**config.mk**
```make
export PLATFORM = sky130hd
export DESIGN_NAME = fixed_block_free_list_allocator
export DESIGN_NICKNAME = d
export VERILOG_FILES = /design/src/sv/fbfl_pkg.sv /design/src/sv/fixed_block_free_list_allocator.sv /design/src/sv/fbfl_ram.sv /design/src/sv/fbfl_core.sv
export SDC_FILE = /design/constraint.sdc
export NUM_CORES = 2
export LEC_CHECK = 0
export ABC_CLOCK_PERIOD_IN_PS = 13350
export BUFFER_PORTS_ARGS = -buffer_cell sky130_fd_sc_hd__buf_4
export CAP_MARGIN = 20
export CORE_MARGIN = 1
export CORE_UTILIZATION = 30
export CTS_CLUSTER_SIZE = 40
export DETAILED_ROUTE_END_ITERATION = 6
export PLACE_DENSITY_LB_ADDON = 0.25
export SLEW_MARGIN = 20
export SYNTH_ARGS = -nofsm -noshare
export SYNTH_HDL_FRONTEND = slang
export SYNTH_SLANG_ARGS = --single-unit
```
**constraint.sdc**
```tcl
create_clock -name clk_i -period 13.35 [get_ports clk_i]
set_input_delay 0.6675 -clock clk_i [delete_from_list [all_inputs] [get_ports clk_i]]
set_output_delay 0.6675 -clock clk_i [all_outputs]
set_load 0.01 [all_outputs]
```
**src/sv/fbfl_pkg.sv**
```systemverilog
`timescale 1ns / 1ps

package fbfl_pkg;

  localparam int unsigned DEF_MAX_BLOCKS = 256;
  localparam int unsigned IDX_CAP        = 256;

  localparam int unsigned BB_W   = 13;
  localparam int unsigned BLK_W  = 9;
  localparam int unsigned GIDX_W = 8;
  localparam int unsigned OFS_W  = 20;
  localparam int unsigned FCNT_W = 9;
  localparam int unsigned CFG_W  = BB_W;

  localparam logic [BB_W-1:0] BB_RESET = 13'd8;
  localparam logic [BB_W-1:0] BB_MIN   = 13'd1;
  localparam logic [BB_W-1:0] BB_MAX   = 13'd4096;
  localparam logic [BLK_W-1:0] BLK_MIN = 9'd1;

  localparam logic OP_ALLOC = 1'b0;
  localparam logic OP_FREE  = 1'b1;

  localparam logic CFG_BLOCK_BYTES   = 1'b0;
  localparam logic CFG_BLOCKS_IN_USE = 1'b1;

  typedef enum logic [1:0] {
    ST_OK    = 2'd0,
    ST_EMPTY = 2'd1,
    ST_RANGE = 2'd2
  } status_e;

  typedef struct packed {
    logic              opcode;
    logic [GIDX_W-1:0] block_index;
  } req_t;

  typedef struct packed {
    status_e           status;
    logic [GIDX_W-1:0] granted_index;
    logic [OFS_W-1:0]  byte_offset;
    logic [FCNT_W-1:0] free_count;
  } rsp_t;

  typedef struct packed {
    logic             restart;
    logic [BB_W-1:0]  block_bytes;
    logic [BLK_W-1:0] blocks_in_use;
  } cfg_t;

  function automatic int unsigned index_limit(int unsigned max_blocks);
    return (max_blocks < IDX_CAP) ? max_blocks : IDX_CAP;
  endfunction

endpackage

```
**src/sv/fixed_block_free_list_allocator.sv**
```systemverilog
`timescale 1ns / 1ps

// Channel | Direction | Handshake                  | Beat
// in      | input     | in_valid_i / in_ready_o    | req_t: opcode, block_index
// out     | output    | out_valid_o / out_ready_i  | rsp_t: status, granted_index,
//         |           |                            |   byte_offset, free_count
// cfg     | input     | cfg_we_i (no wait)         | cfg_idx_i, cfg_data_i
//
// Free stays idle. Allocate then waits in S_POP for the read of the
// head's next link from the registered link RAM; no new beat is taken meanwhile.
// After reset, and after each blocks_in_use write (registered as restart), a chaining
// pass writes link RAM entries 0 to blocks_in_use-1, one entry per cycle; in_ready_o
// stays low from the cycle after the write until the pass ends.
// One registered result slot: a new beat is taken in the cycle the old result leaves.

module fixed_block_free_list_allocator import fbfl_pkg::*; #(
  parameter int unsigned MAX_BLOCKS = DEF_MAX_BLOCKS
) (
  input  logic             clk_i,
  input  logic             rst_ni,
  input  logic             cfg_we_i,
  input  logic             cfg_idx_i,
  input  logic [CFG_W-1:0] cfg_data_i,
  input  logic             in_valid_i,
  output logic             in_ready_o,
  input  req_t             in_data_i,
  output logic             out_valid_o,
  input  logic             out_ready_i,
  output rsp_t             out_data_o
);

  localparam int unsigned INDEX_LIMIT = index_limit(MAX_BLOCKS);
  localparam logic [BLK_W-1:0] BLK_MAX = BLK_W'(INDEX_LIMIT);

  logic [BB_W-1:0]  block_bytes_q, block_bytes_d;
  logic [BLK_W-1:0] blocks_q, blocks_d;
  logic             restart_q, restart_d;
  logic [BB_W-1:0]  bb_raw;
  logic [BLK_W-1:0] blk_raw;
  cfg_t             cfg;

  assign bb_raw  = cfg_data_i[BB_W-1:0];
  assign blk_raw = cfg_data_i[BLK_W-1:0];

  always_comb begin
    block_bytes_d = block_bytes_q;
    blocks_d      = blocks_q;
    restart_d     = 1'b0;
    if (cfg_we_i) begin
      case (cfg_idx_i)
        CFG_BLOCK_BYTES: begin
          if (bb_raw < BB_MIN) begin
            block_bytes_d = BB_MIN;
          end else if (bb_raw > BB_MAX) begin
            block_bytes_d = BB_MAX;
          end else begin
            block_bytes_d = bb_raw;
          end
        end
        CFG_BLOCKS_IN_USE: begin
          restart_d = 1'b1;
          if (blk_raw < BLK_MIN) begin
            blocks_d = BLK_MIN;
          end else if (blk_raw > BLK_MAX) begin
            blocks_d = BLK_MAX;
          end else begin
            blocks_d = blk_raw;
          end
        end
        default: begin
          restart_d = 1'b0;
        end
      endcase
    end
  end

  always_ff @(posedge clk_i or negedge rst_ni) begin
    if (!rst_ni) begin
      block_bytes_q <= BB_RESET;
      blocks_q      <= BLK_MAX;
      restart_q     <= 1'b0;
    end else begin
      block_bytes_q <= block_bytes_d;
      blocks_q      <= blocks_d;
      restart_q     <= restart_d;
    end
  end

  assign cfg.restart       = restart_q;
  assign cfg.block_bytes   = block_bytes_q;
  assign cfg.blocks_in_use = blocks_q;

  fbfl_core #(
    .MAX_BLOCKS(MAX_BLOCKS)
  ) u_core (
    .clk_i      (clk_i),
    .rst_ni     (rst_ni),
    .cfg_i      (cfg),
    .in_valid_i (in_valid_i),
    .in_ready_o (in_ready_o),
    .in_data_i  (in_data_i),
    .out_valid_o(out_valid_o),
    .out_ready_i(out_ready_i),
    .out_data_o (out_data_o)
  );

endmodule

```
**src/sv/fbfl_ram.sv**
```systemverilog
`timescale 1ns / 1ps

module fbfl_ram #(
  parameter int unsigned WIDTH = 8,
  parameter int unsigned DEPTH = 256
) (
  input  logic                     clk_i,
  input  logic                     we_i,
  input  logic [$clog2(DEPTH)-1:0] waddr_i,
  input  logic [WIDTH-1:0]         wdata_i,
  input  logic                     re_i,
  input  logic [$clog2(DEPTH)-1:0] raddr_i,
  output logic [WIDTH-1:0]         rdata_o
);

  logic [WIDTH-1:0] mem_q [DEPTH];
  logic [WIDTH-1:0] rdata_q;

  always_ff @(posedge clk_i) begin
    if (we_i) begin
      mem_q[waddr_i] <= wdata_i;
    end
    if (re_i) begin
      rdata_q <= mem_q[raddr_i];
    end
  end

  assign rdata_o = rdata_q;

endmodule

```
**src/sv/fbfl_core.sv**
```systemverilog
`timescale 1ns / 1ps

module fbfl_core import fbfl_pkg::*; #(
  parameter int unsigned MAX_BLOCKS = DEF_MAX_BLOCKS
) (
  input  logic clk_i,
  input  logic rst_ni,
  input  cfg_t cfg_i,
  input  logic in_valid_i,
  output logic in_ready_o,
  input  req_t in_data_i,
  output logic out_valid_o,
  input  logic out_ready_i,
  output rsp_t out_data_o
);

  localparam int unsigned INDEX_LIMIT = index_limit(MAX_BLOCKS);
  localparam int unsigned IDX_W       = $clog2(INDEX_LIMIT);
  localparam int unsigned CNT_W       = $clog2(INDEX_LIMIT + 1);

  typedef enum logic [1:0] {
    S_INIT,
    S_IDLE,
    S_POP
  } state_e;

  state_e           state_q, state_d;
  logic [IDX_W-1:0] head_q, head_d;
  logic [CNT_W-1:0] free_q, free_d;
  logic [IDX_W-1:0] cnt_q, cnt_d;
  logic             out_valid_q, out_valid_d;
  rsp_t             out_q, out_d;

  logic [CNT_W-1:0]  blocks;
  logic              accept;
  logic              in_range;
  logic [IDX_W-1:0]  free_idx;
  logic [GIDX_W-1:0] granted;
  logic [OFS_W:0]    product;
  logic [CNT_W-1:0]  free_inc;

  logic             ram_we, ram_re;
  logic [IDX_W-1:0] ram_waddr, ram_raddr, ram_wdata, ram_rdata;

  assign blocks     = CNT_W'(cfg_i.blocks_in_use);
  assign in_ready_o = (state_q == S_IDLE) && !cfg_i.restart &&
                      (!out_valid_q || out_ready_i);
  assign accept     = in_valid_i && in_ready_o;
  assign in_range   = {1'b0, in_data_i.block_index} < BLK_W'(blocks);
  assign free_idx   = in_data_i.block_index[IDX_W-1:0];
  assign granted    = GIDX_W'(head_q);
  assign product    = (OFS_W+1)'(granted) * (OFS_W+1)'(cfg_i.block_bytes);
  assign free_inc   = (free_q < blocks) ? free_q + 1'b1 : free_q;

  always_comb begin
    state_d     = state_q;
    head_d      = head_q;
    free_d      = free_q;
    cnt_d       = cnt_q;
    out_valid_d = out_valid_q;
    out_d       = out_q;
    ram_we      = 1'b0;
    ram_waddr   = free_idx;
    ram_wdata   = head_q;
    ram_re      = 1'b0;
    ram_raddr   = head_q;

    if (out_valid_q && out_ready_i) begin
      out_valid_d = 1'b0;
    end

    case (state_q)
      S_INIT: begin
        ram_we    = 1'b1;
        ram_waddr = cnt_q;
        ram_wdata = (cnt_q == '0) ? '0 : IDX_W'(cnt_q - 1'b1);
        cnt_d     = cnt_q + 1'b1;
        if (CNT_W'(cnt_q) == CNT_W'(blocks - 1'b1)) begin
          head_d  = IDX_W'(blocks - 1'b1);
          free_d  = blocks;
          state_d = S_IDLE;
        end
      end
      S_IDLE: begin
        if (accept) begin
          out_valid_d         = 1'b1;
          out_d.granted_index = '0;
          out_d.byte_offset   = '0;
          if (in_data_i.opcode == OP_ALLOC) begin
            if (free_q == '0) begin
              out_d.status     = ST_EMPTY;
              out_d.free_count = '0;
            end else begin
              ram_re              = 1'b1;
              free_d              = free_q - 1'b1;
              out_d.status        = ST_OK;
              out_d.granted_index = granted;
              out_d.byte_offset   = product[OFS_W-1:0];
              out_d.free_count    = FCNT_W'(free_q - 1'b1);
              state_d             = S_POP;
            end
          end else begin
            if (in_range) begin
              ram_we           = 1'b1;
              head_d           = free_idx;
              free_d           = free_inc;
              out_d.status     = ST_OK;
              out_d.free_count = FCNT_W'(free_inc);
            end else begin
              out_d.status     = ST_RANGE;
              out_d.free_count = FCNT_W'(free_q);
            end
          end
        end
      end
      S_POP: begin
        head_d  = ram_rdata;
        state_d = S_IDLE;
      end
      default: begin
        state_d = S_INIT;
        cnt_d   = '0;
      end
    endcase

    if (cfg_i.restart) begin
      state_d = S_INIT;
      cnt_d   = '0;
    end
  end

  always_ff @(posedge clk_i or negedge rst_ni) begin
    if (!rst_ni) begin
      state_q     <= S_INIT;
      head_q      <= '0;
      free_q      <= '0;
      cnt_q       <= '0;
      out_valid_q <= 1'b0;
    end else begin
      state_q     <= state_d;
      head_q      <= head_d;
      free_q      <= free_d;
      cnt_q       <= cnt_d;
      out_valid_q <= out_valid_d;
    end
  end

  always_ff @(posedge clk_i) begin
    out_q <= out_d;
  end

  fbfl_ram #(
    .WIDTH(IDX_W),
    .DEPTH(INDEX_LIMIT)
  ) u_link_ram (
    .clk_i  (clk_i),
    .we_i   (ram_we),
    .waddr_i(ram_waddr),
    .wdata_i(ram_wdata),
    .re_i   (ram_re),
    .raddr_i(ram_raddr),
    .rdata_o(ram_rdata)
  );

  assign out_valid_o = out_valid_q;
  assign out_data_o  = out_q;

`ifndef SYNTHESIS
  a_pop_goes_busy: assert property (@(posedge clk_i) disable iff (!rst_ni)
    (accept && in_data_i.opcode == OP_ALLOC && free_q != '0 && !cfg_i.restart)
      |=> (state_q == S_POP))
    else $error("pop did not enter link read");

  a_no_ram_collision: assert property (@(posedge clk_i) disable iff (!rst_ni)
    !(ram_we && ram_re && ram_waddr == ram_raddr))
    else $error("link read and write hit the same entry");

  a_count_bound: assert property (@(posedge clk_i) disable iff (!rst_ni)
    (state_q != S_INIT && !cfg_i.restart) |-> (free_q <= blocks))
    else $error("free count above pool size");

  a_head_in_pool: assert property (@(posedge clk_i) disable iff (!rst_ni)
    (state_q == S_IDLE && !cfg_i.restart) |-> (CNT_W'(head_q) < blocks))
    else $error("head outside pool");
`endif

endmodule

```
==> summary.md <==
| Metric | Value |
|---|---|
| Top_reg_cell synth | `edfxtp_1` |
| Slew Viols, Final | `0` |
| Fin. Hold Viols | `0` |
| Global-route usage over all layers | `15.8%` |
| CTS tree | `yes` |
| Post-CTS Resized | `0` |
| Synth cell types | `75` |
| Initial DRC Count | `4,504` |
| XOR/XNOR Fraction of Synth Area | `less than 1%` |
| Via count of the first global-routing pass | `44,500` |
| First-pass detailed-route iteration total | `5` |
| Top cell by count, worst path | `buf_4` |
| Antenna violation net count after detailed routing | `0` |
| Core Footprint | `291,000 sq um` |
| Hold crit path type | `in2reg` |
| CP bufs+invs | `4` |
| RSZ-0062 raised after global routing | `false` |
| Root buffer cell | `clkbuf_16` |
| Mean Syn Cell Area | `about 20 sq um` |
| # setup viols final | `0` |
| Clk_skew | `just over 0.06 ns` |
| Initial antenna violation count | `9` |
| Total clock buffers created by CTS | `approximately 220` |
| CTS clk-pin slew, worst paths | `0.06 ns` |
| Minimum clock period after layout | `5.89 ns` |
| Leading area contributor after synthesis | `edfxtp_1` |
| Skew-Pair Late Insertion Delay | `a little under 0.9 ns` |
| Synthesized flop and latch total | `2,146` |
| Run status | `finished, final reports clean` |
| Layout cells sized above 1 | `between 20% and 30%` |
| Final core occ | `34.6%` |
| Die area | `about 300,000 sq um` |
| Fill cell count | `roughly 27,000` |
| CP max FO | `74` |
| Vias post-DR | `43,500` |
| Yosys warnings | `0` |
| Mapped cell area | `between 80,000 and 90,000 sq um` |
| Max-Cap Viols | `0` |
| Post-CTS setup buffers | `0` |
| Synth Area in Compound Gates | `2.51%` |
| Most frequent cells in the layout | `edfxtp_1 (2,095), mux4_2 (595), nor2_1 (299)` |
| Post-Synth Adder-Cell Area | `around 2.4%` |
| Largest net degree at the start of global routing | `between 150 and 200` |
| FMAX | `roughly 170 MHz` |
| Mapped Cells | `roughly 4,400` |
| VDD IR max | `~0.24 mV` |
| Nets | `around 4,700` |
| Worst-path cell chain | `buf_12, buf_4, buf_4, buf_4, mux4_2, mux4_2, a22oi_1, nand2_1, nand3_1, a211oi_1` |
| GPL Wtd Cong | `around 0.8` |
| Top Ports | `69` |
| Port bufs | `68` |
| Worst Tran Pin Value | `about 1.1 ns` |
| Syn_nets | `around 4,500` |
| Grt total ovfl | `0` |
| Critical Path Max Stage Delay | `approximately 0.94 ns` |
| Drt wl/cell | `27.2 um` |
| CP Data Arrival Time | `6.49 ns` |
| Detailed placement HPWL | `139 mm` |
| Slew HR | `around 28%` |
| Main combinational cell family by area after synthesis | `multiplexers` |
| PD cells | `236 nW/um^2` |
| WP data required | `13.95 ns` |
| DRC errors left | `0` |
| Die W | `543 um` |
| Simple-gate share of the synthesized area | `3.75%` |
| Critical path's top delay family | `buffers and inverters` |
| Register area share after synthesis | `between 70% and 80%` |
| Setup Crit Path Kind | `reg2reg` |
| P_leak | `roughly 32 nW` |
| DR vias/cell | `5.05` |
| # clock sinks | `around 2,100` |
| Async SR Flop Fraction | `roughly 2.4%` |
| Longest Clk Path Bufs | `3` |
| Critical Path Source Type | `flop` |
| Commonest non-fill, non-tap cell in the layout | `edfxtp_1` |
| CP max stage cell | `dfrtp_4` |
| First-pass GRT wire length | `about 340 mm` |
| CP Capture Type | `flop` |
| Area contributors post-synth | `edfxtp_1 (72%), mux4_2 (15%), fa_1 (1.5%)` |
| Tcrit/Tclk final | `between 40% and 50%` |
| Post-synthesis mux area share | `between 10% and 20%` |
| # rows | `198` |
| Total wire length after detailed routing | `roughly 230 mm` |
| H-tree depth | `4` |
| Initial Util | `30.2%` |
| Synth top area share | `between 70% and 80%` |
| Die Ht | `543 um` |
| Post-synth EDFFs | `~2,100` |
| Area growth syn-to-layout | `14.6%` |
| Post-layout power | `between 20 and 25 mW` |
sequential cells by signal, summed over array words and instances (netlist names):
register,flops
u_core.state_q,2
blocks_q,9
u_core.out_valid_o,1
u_core.u_link_ram.mem_q,2048
u_core.free_q,9
u_core.out_data_o,39
u_core.u_link_ram.rdata_o,8
restart_q,1
u_core.cnt_q,8
u_core.granted,8
block_bytes_q,13
metal layers:
| metal | global-route usage, % | vias to the layer above | share of wire, % |
|---|---|---|---|
| li1 | - | 18100 | - |
| met1 | 22.3 | 23700 | 44 |
| met4 | 3.94 | 0 | 2.1 |
| met3 | 2.76 | 271 | 6.4 |
| met2 | 25.2 | 1399 | 48 |
| met5 | 0 | - | 0 |
synthesized netlist by cell type (49+ instances only):
library cell,count
nor2_1,311
dfrtp_1,49
nand2_1,151
inv_1,96
edfxtp_1,2095
o21ai_0,58
and2_1,93
fa_1,65
mux2i_1,66
mux4_2,595
clkbuf_1,150
ha_1,63
buf_2,67
logic make-up (layout without fill, tap and decap cells):
group,Yosys count,after routing
muxes,668,668
DFF,2146,2146
AOI/OAI and AO/OA,319,319
buffers and inverters,354,681
adders and majority gates,130,130
xor gates and xnor gates,47,47
other,0,4
and+or+nand+nor,713,713
power breakdown:
group / internal [mW] / switching [mW]
Clock: 3.64 / 2.68
Combinational: 2.72 / 5.25
Sequential: 9.28 / 0.237
Total: 15.6 / 8.17
through the flow:
step	hold WS, ns	setup slack (ns)	instance area, sq um	instances	TNS (ns)
3_5_place_dp	0.596	7.21	93100	8179	0
5_1_grt	0.0447	6.93	101000	8605	0
3_3_place_gp	0.586	7.25	93100	8176	0
2_1_floorplan	0.372	-0.0324	87800	4377	-16.58
4_1_cts	0.00983	7.24	101000	8601	0
6_report	0.0740	7.46	101000	8608	0
layout make-up:
type	count	area (sq um)	share of cell area, %
Clock inverter	153	1690	1.68
Clock buffer	268	5750	5.71
Timing Repair Buffer	160	1380	1.37
Sequential cell	2146	64200	63.8
Antenna cell	4	10.0	0.00994
Inverter	100	383	0.380
Tap cell	3900	4880	4.85
Multi-Input combinational cell	1877	22400	22.2
final timing paths:
kind | startpoint | end | slack, ns | cells past startpoint
hold / removal | cfg_data_i[2] | block_bytes_q[2] | 0.07 | 2
min in group asynchronous | rst_ni | u_core.free_q[5] | 0.40 | 2
hold reg to reg | u_core.state_q[0] | u_core.state_q[0] | 0.60 | 1
setup / recovery | u_core.granted[0] | u_core.u_link_ram.rdata_o[1] | 7.46 | 10
max in group asynchronous | rst_ni | u_core.granted[0] | 12.36 | 2
setup reg to reg | u_core.granted[0] | u_core.u_link_ram.rdata_o[1] | 7.46 | 10
timing repair:
action / 4_1_cts / 5_1_grt
endpoints found under the hold margin: 49 / 0
setup endpoints to repair: 0 / 0
hold buffers: 1 / 0
Power figures use the tool's default switching activity.
